--- src/hw/rtl/srs_pkg.sv ---
package srs_pkg;

  localparam int unsigned CMD_W       = 2;
  localparam int unsigned COUNT_W     = 11;
  localparam int unsigned COIL_W      = 6;
  localparam int unsigned DELAY_W     = 8;
  localparam int unsigned POS_W       = 8;
  localparam int unsigned IDX_W       = 10;
  localparam int unsigned CFG_IDX_W   = 1;
  localparam int unsigned CFG_DATA_W  = 8;

  localparam logic [IDX_W-1:0]   MAX_STEPS     = 10'd1023;
  localparam logic [POS_W:0]     STEPS_PER_REV = 9'd200;
  localparam logic [DELAY_W-1:0] MAX_DELAY_RST = 8'd20;
  localparam logic [DELAY_W-1:0] MIN_DELAY_RST = 8'd12;

  typedef enum logic [CMD_W-1:0] {
    CMD_START = 2'd0,
    CMD_STEP  = 2'd1,
    CMD_HOME  = 2'd2,
    CMD_NONE  = 2'd3
  } cmd_t;

  typedef enum logic [CFG_IDX_W-1:0] {
    REG_MAX_DELAY = 1'b0,
    REG_MIN_DELAY = 1'b1
  } cfg_reg_t;

  // Full-step coil drive patterns in phase order
  function automatic logic [COIL_W-1:0] coil_of(input logic [1:0] ph);
    logic [COIL_W-1:0] pat;
    case (ph)
      2'd0:    pat = 6'h32;
      2'd1:    pat = 6'h16;
      2'd2:    pat = 6'h29;
      default: pat = 6'h0D;
    endcase
    return pat;
  endfunction

endpackage

--- src/hw/rtl/srs_in_if.sv ---
interface srs_in_if import srs_pkg::*; ();
  logic                      valid;
  logic                      ready;
  logic [CMD_W-1:0]          cmd;
  logic signed [COUNT_W-1:0] step_count;
  logic                      hall_high;

  modport source (output valid, output cmd, output step_count, output hall_high,
                  input ready);
  modport sink   (input valid, input cmd, input step_count, input hall_high,
                  output ready);
endinterface

--- src/hw/rtl/srs_out_if.sv ---
interface srs_out_if import srs_pkg::*; ();
  logic               valid;
  logic               ready;
  logic [COIL_W-1:0]  coil_pattern;
  logic [DELAY_W-1:0] delay_ms;
  logic [POS_W-1:0]   position;
  logic               last;

  modport source (output valid, output coil_pattern, output delay_ms, output position,
                  output last, input ready);
  modport sink   (input valid, input coil_pattern, input delay_ms, input position,
                  input last, output ready);
endinterface

--- src/hw/rtl/stepper_ramp_sequencer.sv ---
// Four-phase full-step stepper sequencer with a linear delay ramp. A start request loads a
// signed step count (saturated to 1023 steps); each step tick then yields one coil pattern,
// the delay to hold it, the shaft position after the step (0..199) and a flag on the final
// step. A home tick steps at max_delay while hall_high is 1 and zeroes the position when it
// reads 0. For every request the state update and the result are computed in a single
// pass and the result lands in an output register, so a request is taken each cycle
// as long as the result register is empty or being drained. Start requests, idle step ticks,
// home ticks with hall_high 0 and command code 3 give no result. Write max_delay and
// min_delay only while idle; a min_delay above max_delay acts as max_delay.
module stepper_ramp_sequencer import srs_pkg::*; (
  input  logic                  clk,
  input  logic                  rst_n,
  srs_in_if.sink                in_ch,
  srs_out_if.source             out_ch,
  input  logic                  cfg_we,
  input  logic [CFG_IDX_W-1:0]  cfg_idx,
  input  logic [CFG_DATA_W-1:0] cfg_data
);

  logic [DELAY_W-1:0] max_delay_r, min_delay_r;
  logic               busy_r, busy_nxt;
  logic [IDX_W-1:0]   step_index_r, step_index_nxt;
  logic [IDX_W-1:0]   move_length_r, move_length_nxt;
  logic               reverse_r, reverse_nxt;
  logic               long_move_r, long_move_nxt;
  logic [DELAY_W-1:0] cur_delay_r, cur_delay_nxt;
  logic [1:0]         phase_offset_r, phase_offset_nxt;
  logic [1:0]         phase_index_r, phase_index_nxt;
  logic [POS_W-1:0]   shaft_pos_r, shaft_pos_nxt;
  logic [POS_W-1:0]   home_cnt_r, home_cnt_nxt;

  logic               out_valid_r;
  logic [COIL_W-1:0]  out_coil_r, coil_nxt;
  logic [DELAY_W-1:0] out_delay_r, delay_nxt;
  logic [POS_W-1:0]   out_pos_r;
  logic               out_last_r, last_nxt;
  logic               res_valid;

  logic               accept;
  cmd_t               cmd;
  logic [DELAY_W-1:0] eff_min, diff;
  logic               neg;
  logic [COUNT_W-1:0] mag_raw;
  logic [IDX_W-1:0]   mag;
  logic [IDX_W-1:0]   remain;
  logic               go_down;
  logic [1:0]         ph_fwd, ph;
  logic [POS_W:0]     pos_inc, home_inc;

  assign in_ch.ready = !out_valid_r || out_ch.ready;
  assign accept      = in_ch.valid && in_ch.ready;
  assign cmd         = cmd_t'(in_ch.cmd);

  assign eff_min = (min_delay_r > max_delay_r) ? max_delay_r : min_delay_r;
  assign diff    = max_delay_r - eff_min;

  assign neg     = in_ch.step_count[COUNT_W-1];
  assign mag_raw = neg ? (COUNT_W'(0) - COUNT_W'(in_ch.step_count))
                       : COUNT_W'(in_ch.step_count);
  assign mag     = (mag_raw > COUNT_W'(MAX_STEPS)) ? MAX_STEPS : mag_raw[IDX_W-1:0];

  assign remain  = move_length_r - step_index_r;
  assign go_down = long_move_r ? (remain > IDX_W'(diff))
                               : (step_index_r <= (move_length_r >> 1));

  assign ph_fwd   = phase_offset_r + step_index_r[1:0];
  assign ph       = reverse_r ? (2'd0 - ph_fwd) : ph_fwd;
  assign pos_inc  = {1'b0, shaft_pos_r} + 9'd1;
  assign home_inc = {1'b0, home_cnt_r} + 9'd1;

  always_comb begin
    busy_nxt         = busy_r;
    step_index_nxt   = step_index_r;
    move_length_nxt  = move_length_r;
    reverse_nxt      = reverse_r;
    long_move_nxt    = long_move_r;
    cur_delay_nxt    = cur_delay_r;
    phase_offset_nxt = phase_offset_r;
    phase_index_nxt  = phase_index_r;
    shaft_pos_nxt    = shaft_pos_r;
    home_cnt_nxt     = home_cnt_r;
    res_valid        = 1'b0;
    coil_nxt         = coil_of(ph);
    delay_nxt        = cur_delay_r;
    last_nxt         = 1'b0;
    case (cmd)
      CMD_START: begin
        home_cnt_nxt = '0;
        if (mag == '0) begin
          busy_nxt = 1'b0;
        end else begin
          busy_nxt         = 1'b1;
          step_index_nxt   = '0;
          move_length_nxt  = mag;
          reverse_nxt      = neg;
          long_move_nxt    = {1'b0, mag} >= {2'b00, diff, 1'b0};
          cur_delay_nxt    = max_delay_r;
          phase_offset_nxt = phase_index_r + 2'd1;
        end
      end
      CMD_STEP: begin
        if (busy_r) begin
          if (go_down) begin
            cur_delay_nxt = (cur_delay_r > eff_min) ? cur_delay_r - 8'd1 : eff_min;
          end else begin
            cur_delay_nxt = (cur_delay_r < max_delay_r) ? cur_delay_r + 8'd1 : max_delay_r;
          end
          if (reverse_r) begin
            shaft_pos_nxt = (shaft_pos_r == '0 || {1'b0, shaft_pos_r} >= STEPS_PER_REV)
                          ? POS_W'(STEPS_PER_REV - 9'd1) : shaft_pos_r - 8'd1;
          end else begin
            shaft_pos_nxt = (pos_inc >= STEPS_PER_REV) ? '0 : pos_inc[POS_W-1:0];
          end
          phase_index_nxt = ph;
          step_index_nxt  = step_index_r + 10'd1;
          last_nxt        = step_index_nxt >= move_length_r;
          busy_nxt        = !last_nxt;
          res_valid       = 1'b1;
          delay_nxt       = cur_delay_nxt;
        end
      end
      CMD_HOME: begin
        busy_nxt = 1'b0;
        if (!in_ch.hall_high) begin
          shaft_pos_nxt = '0;
          home_cnt_nxt  = '0;
        end else begin
          phase_index_nxt = home_cnt_r[1:0];
          home_cnt_nxt    = (home_inc >= STEPS_PER_REV) ? '0 : home_inc[POS_W-1:0];
          coil_nxt        = coil_of(home_cnt_r[1:0]);
          delay_nxt       = max_delay_r;
          res_valid       = 1'b1;
        end
      end
      default: begin
      end
    endcase
  end

  always_ff @(posedge clk) begin
    if (!rst_n) begin
      max_delay_r    <= MAX_DELAY_RST;
      min_delay_r    <= MIN_DELAY_RST;
      busy_r         <= 1'b0;
      step_index_r   <= '0;
      move_length_r  <= '0;
      reverse_r      <= 1'b0;
      long_move_r    <= 1'b0;
      cur_delay_r    <= MAX_DELAY_RST;
      phase_offset_r <= '0;
      phase_index_r  <= 2'd3;
      shaft_pos_r    <= '0;
      home_cnt_r     <= '0;
      out_valid_r    <= 1'b0;
    end else begin
      if (cfg_we) begin
        case (cfg_reg_t'(cfg_idx))
          REG_MAX_DELAY: max_delay_r <= cfg_data;
          REG_MIN_DELAY: min_delay_r <= cfg_data;
          default: begin
          end
        endcase
      end
      if (accept) begin
        busy_r         <= busy_nxt;
        step_index_r   <= step_index_nxt;
        move_length_r  <= move_length_nxt;
        reverse_r      <= reverse_nxt;
        long_move_r    <= long_move_nxt;
        cur_delay_r    <= cur_delay_nxt;
        phase_offset_r <= phase_offset_nxt;
        phase_index_r  <= phase_index_nxt;
        shaft_pos_r    <= shaft_pos_nxt;
        home_cnt_r     <= home_cnt_nxt;
        out_valid_r    <= res_valid;
      end else if (out_ch.ready) begin
        // drop the result once taken
        out_valid_r <= 1'b0;
      end
    end
  end

  // payload: load with every accepted request that yields a result
  always_ff @(posedge clk) begin
    if (accept && res_valid) begin
      out_coil_r  <= coil_nxt;
      out_delay_r <= delay_nxt;
      out_pos_r   <= shaft_pos_nxt;
      out_last_r  <= last_nxt;
    end
  end

  assign out_ch.valid        = out_valid_r;
  assign out_ch.coil_pattern = out_coil_r;
  assign out_ch.delay_ms     = out_delay_r;
  assign out_ch.position     = out_pos_r;
  assign out_ch.last         = out_last_r;

  a_step_gives_result: assert property (@(posedge clk) disable iff (!rst_n)
    (accept && cmd == CMD_STEP && busy_r) |=> out_valid_r)
    else $error("step tick on a running move gave no result");

  a_silent_request_empties: assert property (@(posedge clk) disable iff (!rst_n)
    (accept && !res_valid) |=> !out_valid_r)
    else $error("stale result left after a request without result");

  a_last_means_idle: assert property (@(posedge clk) disable iff (!rst_n)
    (out_valid_r && out_last_r) |-> !busy_r)
    else $error("move still busy after its final step");

endmodule
--- src/flat_wrapper.sv ---
// flat-port wrapper written by rule: the top's interface ports become plain ports
module stepper_ramp_sequencer_flat import srs_pkg::*;
  (clk, rst_n, cfg_we, cfg_idx, cfg_data, in_ch_valid, in_ch_cmd, in_ch_step_count, in_ch_hall_high, in_ch_ready, out_ch_valid, out_ch_coil_pattern, out_ch_delay_ms, out_ch_position, out_ch_last, out_ch_ready);
  srs_in_if in_ch_i ();
  srs_out_if out_ch_i ();
  input  logic clk;
  input  logic rst_n;
  input  logic cfg_we;
  input  logic [CFG_IDX_W-1:0] cfg_idx;
  input  logic [CFG_DATA_W-1:0] cfg_data;
  input wire logic [$bits(in_ch_i.valid)-1:0] in_ch_valid;
  input wire logic [$bits(in_ch_i.cmd)-1:0] in_ch_cmd;
  input wire logic [$bits(in_ch_i.step_count)-1:0] in_ch_step_count;
  input wire logic [$bits(in_ch_i.hall_high)-1:0] in_ch_hall_high;
  output wire logic [$bits(in_ch_i.ready)-1:0] in_ch_ready;
  output wire logic [$bits(out_ch_i.valid)-1:0] out_ch_valid;
  output wire logic [$bits(out_ch_i.coil_pattern)-1:0] out_ch_coil_pattern;
  output wire logic [$bits(out_ch_i.delay_ms)-1:0] out_ch_delay_ms;
  output wire logic [$bits(out_ch_i.position)-1:0] out_ch_position;
  output wire logic [$bits(out_ch_i.last)-1:0] out_ch_last;
  input wire logic [$bits(out_ch_i.ready)-1:0] out_ch_ready;
  assign in_ch_i.valid = in_ch_valid;
  assign in_ch_i.cmd = in_ch_cmd;
  assign in_ch_i.step_count = in_ch_step_count;
  assign in_ch_i.hall_high = in_ch_hall_high;
  assign in_ch_ready = in_ch_i.ready;
  assign out_ch_valid = out_ch_i.valid;
  assign out_ch_coil_pattern = out_ch_i.coil_pattern;
  assign out_ch_delay_ms = out_ch_i.delay_ms;
  assign out_ch_position = out_ch_i.position;
  assign out_ch_last = out_ch_i.last;
  assign out_ch_i.ready = out_ch_ready;
  stepper_ramp_sequencer u_core (.clk(clk), .rst_n(rst_n), .in_ch(in_ch_i), .out_ch(out_ch_i), .cfg_we(cfg_we), .cfg_idx(cfg_idx), .cfg_data(cfg_data));
endmodule
--- config.mk ---
export PLATFORM = sky130hd
export DESIGN_NAME = stepper_ramp_sequencer_flat
export DESIGN_NICKNAME = d
export VERILOG_FILES = /design/src/hw/rtl/srs_pkg.sv /design/src/hw/rtl/srs_in_if.sv /design/src/hw/rtl/srs_out_if.sv /design/src/hw/rtl/stepper_ramp_sequencer.sv /design/src/flat_wrapper.sv
export SDC_FILE = /design/constraint.sdc
export NUM_CORES = 1
export LEC_CHECK = 0
export ABC_AREA = 1
export BUFFER_PORTS_ARGS = -buffer_cell sky130_fd_sc_hd__buf_2
export CAP_MARGIN = 20
export CORE_ASPECT_RATIO = 1.5
export CORE_UTILIZATION = 55
export DETAILED_ROUTE_END_ITERATION = 12
export HOLD_SLACK_MARGIN = 0.15
export PLACE_DENSITY = 0.74
export SLEW_MARGIN = 40
export SYNTH_ARGS = -nofsm -noshare
export SYNTH_HDL_FRONTEND = slang
export SYNTH_SLANG_ARGS = --single-unit
--- constraint.sdc ---
create_clock -name clk -period 11.3 [get_ports clk]
set_clock_uncertainty 0.15 [all_clocks]
set_input_delay 0.565 -clock clk [delete_from_list [all_inputs] [get_ports clk]]
set_output_delay 0.565 -clock clk [all_outputs]
set_load 0.1 [all_outputs]
# Word level (Yosys, flattened, before mapping)
# Index checks and enable logic that the tools add are counted.
# totals
reg_bits	91
output_inout_bits	25
elab_cells	116
# op_classes
add_sub_neg	12
magnitude_cmp	11
n_eq_ne	9
mux	40
bitwise	2
reduce_logical	25
# ops
cell	n
8-bit two-way mux	14
8-bit one-hot mux with 2 select lines	4
6-bit one-hot mux with 3 select lines	2
10-bit two-way mux	3
10-bit one-hot mux with 2 select lines	1
8-bit by 1-bit adder with 9-bit output (second input constant)	2
9-bit by 8-bit greater-or-equal comparator with 1-bit output (second input constant)	2
8-bit > comparator	2
8-bit by 1-bit subtractor with 8-bit output (second input constant)	2
6-bit two-way mux	2
11-bit by 10-bit > comparator with 1-bit output (second input constant)	1
11-bit two-way mux	1
1-bit by 11-bit subtractor with 11-bit output (first input constant)	1
10-bit by 1-bit adder with 10-bit output (second input constant)	1
10-bit greater-or-equal comparator	1
10-bit by 9-bit greater-or-equal comparator with 1-bit output	1
10-bit by 8-bit > comparator with 1-bit output	1
10-bit by 9-bit less-or-equal comparator with 1-bit output	1
10-bit logical NOT	1
2-bit AND reduction	5
10-bit subtractor	1
8-bit by 1-bit adder with 8-bit output (second input constant)	1
8-bit greater-or-equal comparator (second input constant)	1
8-bit logical NOT	1
23 further kinds	47

# Longest topological paths before layout
# Gate-level depths: netlist of the first run.
# logic_depth
ltp_word	8
ltp_mapped	38

# Worst setup path after synthesis of the first run
# Ideal clock, no wire load.
# synth_path
path_kind	flip-flop to flip-flop
start	register u_core.out_valid_r (netlist: u_core.out_ch.valid)
end	register u_core.out_coil_r[2] (netlist: u_core.out_ch.coil_pattern[2]), enable pin
setup_time_ns	0.434
arrival_ns	3.720
required_ns	10.716
slack_ns	6.996
path_stages_with_launch	5
path_cell_list	dfxtp_1 > nand2_1 > nand2_1 > clkbuf_1 > a211oi_1
# synth_between
elab_chain_cells	4
# synth_rtl
item	line	source
from (decl)	stepper_ramp_sequencer.sv:32	logic out_valid_r;
from (signal assigned)	stepper_ramp_sequencer.sv:175	out_valid_r <= res_valid;
1-bit logical NOT	stepper_ramp_sequencer.sv:50	assign in_ch.ready = !out_valid_r || out_ch.ready;
1-bit logical OR	stepper_ramp_sequencer.sv:50	
named net in_ch_ready	flat_wrapper.sv:15	output wire logic [$bits(in_ch_i.ready)-1:0] in_ch_ready;
1-bit logical AND	stepper_ramp_sequencer.sv:51	assign accept = in_ch.valid && in_ch.ready;
1-bit logical AND	stepper_ramp_sequencer.sv:185	if (accept && res_valid) begin
to (signal assigned)	stepper_ramp_sequencer.sv:186	out_coil_r <= coil_nxt;
to (decl)	stepper_ramp_sequencer.sv:33	logic [COIL_W-1:0] out_coil_r, coil_nxt;
# The timed path passes the listed nets, and every way through them passes these cells.
# A chain may end at the register's enable or synchronous reset.

# Worst setup path in the final report of the first run
# layout_path
start	register u_core.max_delay_r[3]
end	register u_core.out_delay_r[3] (netlist: u_core.out_ch.delay_ms[3]) (data pin)
# layout_between
elab_chain_cells	8
word_cells_on_any_way	13
classes_between	1 x add/sub; 4 x order compare; 8 x mux
# layout_rtl
item	line	source
from (decl)	stepper_ramp_sequencer.sv:20	logic [DELAY_W-1:0] max_delay_r, min_delay_r;
from (signal assigned)	stepper_ramp_sequencer.sv:158	REG_MAX_DELAY: max_delay_r <= cfg_data;
8-bit > comparator	stepper_ramp_sequencer.sv:54	assign eff_min = (min_delay_r > max_delay_r) ? max_delay_r : min_delay_r;
8-bit two-way mux	stepper_ramp_sequencer.sv:54	
8-bit subtractor	stepper_ramp_sequencer.sv:55	assign diff = max_delay_r - eff_min;
10-bit by 8-bit > comparator with 1-bit output	stepper_ramp_sequencer.sv:63	assign go_down = long_move_r ? (remain > IDX_W'(diff))
1-bit two-way mux	stepper_ramp_sequencer.sv:63	
8-bit two-way mux	stepper_ramp_sequencer.sv:103	if (go_down) begin
8-bit two-way mux	stepper_ramp_sequencer.sv:102	if (busy_r) begin
8-bit one-hot mux with 2 select lines (*)	stepper_ramp_sequencer.sv:86	case (cmd)
named net u_core.delay_nxt[3]	stepper_ramp_sequencer.sv:34	logic [DELAY_W-1:0] out_delay_r, delay_nxt;
to (signal assigned)	stepper_ramp_sequencer.sv:187	out_delay_r <= delay_nxt;
to (decl)	stepper_ramp_sequencer.sv:34	
# The timed path passes the listed nets; every way through them passes the cells marked *.

==> flow_results.org, run 1 <==
** Status
- The run finished with clean final reports.

** Layout
- Share of post-route cells with drive strength above 1 :: 0.08821
- The area growth from synthesis to layout is 8.848%.
- 0 antenna diodes ended up in the layout.
- The top cell types in the final layout, fill and taps aside, are 224 x sky130_fd_sc_hd__nand2_1, 170 x sky130_fd_sc_hd__inv_1, 88 x sky130_fd_sc_hd__a21oi_1, 84 x sky130_fd_sc_hd__o21ai_0.
- After the flow finishes, the layout carries non-filler instances totaling 1270.
- Leading cell type in the layout, fill and taps excluded :: sky130_fd_sc_hd__nand2_1
- Final Util :: 0.6160
- Post-layout nets :: 1213
- Counting the fill cells in the layout gives 1292.

** Global route
- GR met2 Demand/Resource :: 0.5578
- The number of global-route vias before repair came to 6867.
- Entering global routing, the biggest net connects 43 pins.
- First-pass GRT wire length :: 31850 um
- Number of antenna violations at the first check in global routing :: 0
- Layer carrying the most global-route usage :: met2
- In the global route stage, overall resource usage came out at 0.2989.
- Global routing met3 resource utilization :: 0.04074
- Gr ovfl total :: 0
- For this run, global-route usage on met1 was measured as 0.3121.

** Die
- Standard-cell row count :: 51
- Die area :: 0.01387 mm2
- I/O pin cnt :: 53
- Placeable core region :: 0.01302 mm2
- Chip height :: 143.7 um
- Horiz. Die Dim :: 96.50 um
- Starting Density :: 0.5659

** Place
- Number of instances in the placed design :: 1254
- Global placer's final weighted congestion :: 0.9835
- Prior to clock tree synthesis, the placed netlist has a worst setup slack of 6448 ps.
- Detailed placement ended at an HPWL of 15290 um.
- In this run the tool buffered the top-level ports with 52 buffer cells.

** Hold path
- Counting instances, the worst hold path has a depth of 3.
- Worst hold path class :: input port to register
- Hold path startpoint :: cfg_data[2]
- The path with the worst hold slack has its endpoint at u_core.min_delay_r[2].

** Clocking
- Cts hold-fix bufs :: 0
- Clock net sink count :: 89
- In this run the number of H-tree levels came out at 3.
- CTS root buf :: sky130_fd_sc_hd__clkbuf_16
- TritonCTS clock tree :: yes
- Once the clock tree was built, the resizer swapped 0 gates to a different size.
- Clock transition at the registers of the reported paths :: 70 ps
- Once the clock tree was built, the setup fixing pass inserted 0 buffers.
- Largest buffer count on any clock path :: 2
- The clock reaches the later pin of the worst-skew pair after 360 ps.
- Cts bufs inserted :: 9

** Synth
- Of all cell types, the one taking the most synthesized area is sky130_fd_sc_hd__dfxtp_1.
- For this run, the number of Yosys warnings is 0.
- The most used flip-flop cell after synthesis is sky130_fd_sc_hd__dfxtp_1.
- Synthesized area per cell :: 6.911 um2
- Synthesis produced a netlist with a net count of 1173.
- Counting flops with a built-in enable in the synthesized netlist gives 21.
- Share of flip-flops with an asynchronous set or reset :: 0
- The cell area that synthesis handed to floorplanning was 0.007367 mm2.
- Ranked by total cell area, the synthesized netlist is headed by sky130_fd_sc_hd__dfxtp_1 18%, sky130_fd_sc_hd__ha_1 13%, sky130_fd_sc_hd__nand2_1 11%.
- The share of the Yosys chip area taken by registers is 0.2704.
- Counting distinct cell types in the post-synthesis netlist gives 47.
- Instance count of the mapped netlist :: 1066
- Portion of synthesized cell area occupied by the leading cell type :: 0.1848
- After synthesis the netlist holds a flip-flop and latch count of 89.

** STA
- For this run, the top clock speed supported by timing is 0.2034 GHz.
- Final Hold Viols :: 0
- The worst path in the final design needs a cycle of 4918 ps, including I/O delays and setup.
- Adding up every negative setup slack in the final design gives 0 ps.
- Pin slew with the least headroom to its limit :: 828.8 ps
- Unrepaired setup endpoints after global routing :: false
- Final count of pins violating max slew :: 0
- Dividing the final minimum period by the clock period gives 0.4352.
- The worst pin sits at a relative slew slack of 0.4455.
- Setup slack closes at 6382 ps.
- Setup violations remaining at the end of the flow were counted as 0.

** Routing
- Average vias per placed instance :: 5.595
- Final wirelength :: 19400 um
- The first detailed-routing pass ran for 5 iterations.
- Dividing the detail-routed wire length by the instance count gives 15.28 um.
- DRC violation count after routing :: 0
- The detailed router finished its first iteration with 322 violations.
- Across all layers, the routed design uses 7106 vias.
- Once detail routing completed, the nets flagged for antenna violations numbered 0.

** Setup path
- The worst setup path is captured at a register.
- In this run the critical register-to-register path is launched from u_core.max_delay_r[3].
- Cell mode on critical path :: sky130_fd_sc_hd__nand2_1
- Data required time of the critical path :: 11270 ps
- Critical Path Fanout Max :: 23
- In this design, the stage delay of the slowest critical-path cell is 420 ps.
- The worst setup path is of the register to register kind.
- Among all stages on the critical path, the largest delay is contributed by sky130_fd_sc_hd__dfxtp_1.
- Flop2flop setup slack :: 6380 ps
- In this run the worst setup path begins at u_core.max_delay_r[3].
- Critical Path Source Type :: register
- Number of cell instances on the worst register-to-register path :: 35
- Worst reg2reg path endpoint :: u_core.out_ch.delay_ms[3]
- Crit path arrival time :: 4880 ps

** Power and ir drop
- Pwr dens :: 125.7 mW/mm2
- Static leakage :: 4.027 nW
- Largest vdd supply drop :: 81.19 uV

** Run
- Max-cap check violation count :: 0
cells by family (layout without fill, tap and decap cells):
family | Yosys count | in the layout | share of synthesized area
xor+xnor | 53 | 53 | 0.06301
fa+ha+maj | 79 | 79 | 0.1352
compound gates | 233 | 233 | 0.1797
buf+inv | 203 | 248 | 0.1075
flops | 89 | 89 | 0.2704
simple gates | 409 | 409 | 0.2442
synthesized netlist by cell type, drive strengths merged (2+ instances only):
master and count:
nand2 230, inv 173, clkbuf 21, nand4 10, nand3 82, edfxtp 21, o21bai 5, nor3 24
a211oi 3, nor2 53, a221oi 8, o31ai 2, a21oi 88, ha 78, buf 5, a21boi 2
o211ai 10, o21ai 94, or2 2, o22ai 4, nand3b 6, xnor2 3, dfxtp 68, o311ai 2
o21a 3, clkinv 4, a31oi 2, a21o 3, xor2 50, o2111ai 2
area by class of cell:
type / instances / area (um2) / share of cell area
inverter: 177 / 664.4 / 0.08285
multi-input combinational: 774 / 4601 / 0.5737
timing repair buffer: 55 / 282.8 / 0.03526
tap: 159 / 198.9 / 0.02481
clock buffer: 10 / 229.0 / 0.02855
clock inverter: 6 / 51.30 / 0.006397
sequential: 89 / 1992 / 0.2484
sequential cells by signal (all words and copies together), names as in the netlist:
signal,cells
u_core.phase_offset_r,2
u_core.cur_delay_r,8
u_core.max_delay_r,8
u_core.move_length_r,10
u_core.long_move_r,1
u_core.home_cnt_r,8
u_core.out_ch.coil_pattern,4
u_core.reverse_r,1
u_core.out_ch.position,8
u_core.min_delay_r,8
u_core.out_ch.last,1
u_core.step_index_r,10
u_core.phase_index_r,2
u_core.shaft_pos_r,8
u_core.out_ch.valid,1
u_core.busy_r,1
u_core.out_ch.delay_ms,8
power by group:
group,internal (mW),switching [mW],leakage [nW]
logic,0.119,0.239,3.15
clock network,0.152,0.140,0.128
registers,0.340,0.0174,0.747
total,0.612,0.397,4.03
per-layer routing:
layer  routed length, um  vias to the layer above  part of all wire
li1                    -                     3621                 -
met1                7520                     3262              0.39
met2               10370                      166              0.53
met3                 587                       57             0.030
met4                 928                        0             0.048
met5                   0                        -                 0
worst max-delay path by stage:
stage                                                to  slack [ps]  cells past startpoint
final                         u_core.out_ch.delay_ms[3]        6380                     35
after global routing          u_core.out_ch.delay_ms[2]        5790                     34
after floorplan           u_core.out_ch.coil_pattern[2]        7000                      4
after CTS                     u_core.out_ch.delay_ms[3]        6410                     34
after detailed placement      u_core.out_ch.delay_ms[3]        6450                     32
after global placement        u_core.out_ch.delay_ms[7]        6610                     32
worst max-delay path: cells and delay by family (launching register included):
family                     cells  cell delay [ps]
xor gates and xnor gates       1              160
AOI/OAI and AO/OA              3              560
buffers and inverters          5              350
adders and majority gates      3              860
and+or+nand+nor               23             2150
DFF                            1              420
metrics by stage:
stage,hold slack (ps),total power [mW],area [um2]
6_report,295.6,1.008,8019
5_1_grt,305.3,1.076,8019
4_1_cts,290.8,1.009,8014
3_5_place_dp,315.2,0.7163,7734
3_3_place_gp,309.0,0.7123,7719
2_1_floorplan,292.1,0.6366,7367
(Power assumes the default switching activity.)
==> run 2, diff against run 1 <==
- PLACE_DENSITY: 0.74 -> 0.77
- clock period: 11.3 -> 4.2 ns (I/O delays scaled with it)
==> run 2 against run 1 <==
Compared with the run above: the flow now finishes with violations (setup timing); combinational power grew to 3.4 times the previous value; register-to-register slack worse by 6400 ps; routed wire length grew 5.4%; sequential power rose to 2.7 times the previous value; global-route usage shrank 0.075 points; count of clock-buffer cells in the layout stayed put; sequential cell count unchanged; cell count up 3.9%; sequential share of layout area decreased by 2.2 points.
==> flow_results.org, run 2 (synthesis results as in run 1) <==
** Setup path
- The largest individual stage delay along the critical path comes from the cell sky130_fd_sc_hd__dfxtp_2.
- The data arrival at the endpoint of the critical path came to 4200 ps (-680 ps).
- The most numerous cell type found on the critical path is sky130_fd_sc_hd__nand2_1.
- Crit path kind :: register to register
- Flop2flop setup slack :: -40 ps (-6420 ps)
- The cell depth of the worst flop-to-flop path came to 33 (-5.7%).
- Crit. End Element :: register
- In this run the critical register-to-register path is captured at u_core.out_ch.delay_ms[1].
- On the critical path the largest part of the delay comes from simple AND/OR/NAND/NOR gates.
- The maximum fanout along the worst path was 4 (-83%).
- The data required time of the critical path is 4160 ps (-7110 ps).
- Combined buffer and inverter count along the critical path :: 5 (unchanged)
- Critical Path Source Type :: register
- Longest individual stage delay on the worst path :: 340 ps (-80 ps)
- FF-to-FF Start :: u_core.min_delay_r[0]

** Run
- The count of maximum capacitance violations was 0 (unchanged).

** Global route
- First-pass GRT wire length :: 31990 um (+0.43%)
- Gr ovfl total :: 0 (unchanged)
- Number of antenna violations at the first check in global routing :: 0 (unchanged)
- The fraction of met2 tracks used by global routing was 0.5411 (-0.01668).
- The number of global-route vias before repair is 7121 (+3.7%).
- The overall track demand over capacity in global routing is 0.2981 (-0.0007498).
- In this run the most used layer during global routing was met2.
- Met1 track demand over resource :: 0.3167 (+0.004587)
- Global routing met3 resource utilization :: 0.03175 (-0.008995)
- The largest net degree at the start of global routing came to 43 (unchanged).

** Routing
- The total via count after detailed routing came to 7440 (+4.7%).
- Drt initial violations :: 418 (+30%)
- Mean routed wirelength per cell :: 15.51 um (+1.5%)
- Final wirelength :: 20460 um (+5.4%)
- The number of nets still failing antenna checks after routing is 0 (unchanged).
- Average vias per placed instance :: 5.641 (+0.81%)
- First-pass detailed-route iteration total :: 7 (+2)
- The post-route DRC violation count came to 0 (unchanged).

** Die
- The core region area was 0.01302 mm2 (unchanged).
- The horizontal extent of the die is 96.50 um (unchanged).
- The number of placed I/O pins was 53 (unchanged).
- Die area :: 0.01387 mm2 (unchanged)
- Chip height :: 143.7 um (unchanged)
- The initial core utilization is 0.5659 (unchanged).
- Standard-cell row count :: 51 (unchanged)

** Place
- Global placer's final weighted congestion :: 0.9701 (-1.4%)
- DP HPWL :: 14540 um (-4.9%)
- The count of input and output buffers is 52 (unchanged).

** Layout
- The library cells used most frequently in the layout, excluding fill and tap cells, are 209 x sky130_fd_sc_hd__nand2_1, 161 x sky130_fd_sc_hd__inv_1, 85 x sky130_fd_sc_hd__a21oi_1, 82 x sky130_fd_sc_hd__o21ai_0, 69 x sky130_fd_sc_hd__ha_1.
- The count of filler cells inserted in the layout came to 1139 (-12%).
- Relative to the synthesized area, the layout overhead comes to 20.28%.
- The fraction of final layout cells with drive strength greater than 1 was 0.1836 (+0.09541).
- Leading cell type in the layout, fill and taps excluded :: sky130_fd_sc_hd__nand2_1
- Post-layout nets :: 1262 (+4.0%)
- Area taken by flip-flops and latches :: 0.002007 mm2 (+0.75%)
- The largest registers in the layout are u_core.move_length_r (10), u_core.step_index_r (10).
- Diodes inserted :: 0 (unchanged)
- The area of the multi-input gates is 0.004999 mm2 (+8.6%).

** STA
- Max frequency :: 0.2358 GHz (+16%)
- Final cycle utilization of the critical path :: 1.010 (+0.5744)
- Sum of negative setup slack :: -51.06 ps (-51.06 ps)
- The worst hold margin is 194.4 ps (-101.2 ps).
- Min cycle time layout :: 4240 ps (-677.2 ps)
- Setup repair after global routing could not meet its margin everywhere.
- The worst setup margin came to -40.39 ps (-6423 ps).
- Pin slew with the least headroom to its limit :: 788.4 ps (-40.33 ps)
- The total of endpoints with negative setup slack in the final report was 2 (+2).
- The count of final max-slew check failures is 0 (unchanged).
- The final number of hold-violating endpoints came to 0 (unchanged).
- Tightest slew margin relative to the limit :: 0.4724 (+0.02699)

** Status
- Violations in the final reports :: setup timing
- Status :: finished with violations

** Hold path
- In this run the worst hold path is classified as input port to register.
- Number of cells on the worst hold path :: 4 (+1)
- For hold timing, the worst endpoint is u_core.move_length_r[6].
- The worst hold path begins at in_ch_step_count[6].

** Clocking
- The number of buffers created by CTS is 9 (unchanged).
- Max H-tree Level :: 3 (unchanged)
- Clock transition at the registers of the reported paths :: 70 ps (about the same)
- The maximum buffer depth of the clock tree came to 2 (unchanged).
- Clock network latency to the later pin of the worst-skew pair :: 350 ps (about the same)
- The number of sinks handled by clock tree synthesis is 89 (unchanged).
- In this run the clock root is driven by a sky130_fd_sc_hd__clkbuf_16.
- TritonCTS clock tree :: yes

** Power and ir drop
- Largest vdd supply drop :: 233.6 uV (+190%)
- Final Total Pwr :: 3.020 mW (+200%)
- Static leakage :: 4.331 nW (+7.6%)
- The power per standard cell area was 340.9 mW/mm2 (+170%).
==> run 2: worst max-delay path by stage <==
stage,startpoint,to,cells after the start
2_1_floorplan,u_core.max_delay_r[6],u_core.out_ch.delay_ms[6],35
5_1_grt,u_core.min_delay_r[0],u_core.out_ch.delay_ms[1],33
6_report,u_core.min_delay_r[0],u_core.out_ch.delay_ms[1],33
4_1_cts,u_core.max_delay_r[7],u_core.out_ch.delay_ms[0],33
3_3_place_gp,u_core.max_delay_r[7],u_core.out_ch.delay_ms[6],33
3_5_place_dp,u_core.max_delay_r[7],u_core.out_ch.delay_ms[6],33
==> run 2: cell type report <==
type / instances / share of cell area
clock buffers: 10 / 0.02584
well taps: 159 / 0.02245
inverters: 177 / 0.07498
clock inverters: 6 / 0.008613
repair buffers: 103 / 0.07752
multi-input cells: 775 / 0.5641
flip-flops and latches: 89 / 0.2265
==> run 2: per-stage QoR <==
stage | setup slack (ps) | utilization | area (um2) | cells
2_1_floorplan | 2.471 | - | 7376 | 1066
3_3_place_gp | 143.0 | 0.6071 | 7903 | 1276
3_5_place_dp | 49.11 | 0.6085 | 7921 | 1278
4_1_cts | 4.036 | 0.6420 | 8357 | 1307
5_1_grt | -235.6 | 0.6807 | 8861 | 1319
6_report | -40.39 | 0.6807 | 8861 | 1319
==> run 2: worst min-delay path, stage by stage <==
cell                      delay, ps
sky130_fd_sc_hd__buf_2          120
sky130_fd_sc_hd__inv_1           60
sky130_fd_sc_hd__a21oi_1        120
sky130_fd_sc_hd__a21oi_1        140
==> run 2: metal layers <==
| metal | part of all wire | up-vias | wire length, um |
|---|---|---|---|
| met4 | 0.068 | 0 | 1396 |
| met5 | 0 | - | 0 |
| met2 | 0.52 | 209 | 10550 |
| li1 | - | 3726 | - |
| met3 | 0.032 | 92 | 649 |
| met1 | 0.38 | 3413 | 7861 |
==> run 2: repair_timing <==
action | in CTS | in global routing
resized for setup | 0 | 92
hold buffers | 13 | 0
buffers inserted | 0 | 11
endpoints found under the hold margin | 17 | 0
endpoints found under the setup margin | 0 | 16
==> run 2: where the power goes <==
part	leakage [nW]	switching [mW]	internal (mW)
registers	0.749	0.0419	0.916
clock network	0.149	0.374	0.472
logic	3.43	0.775	0.441
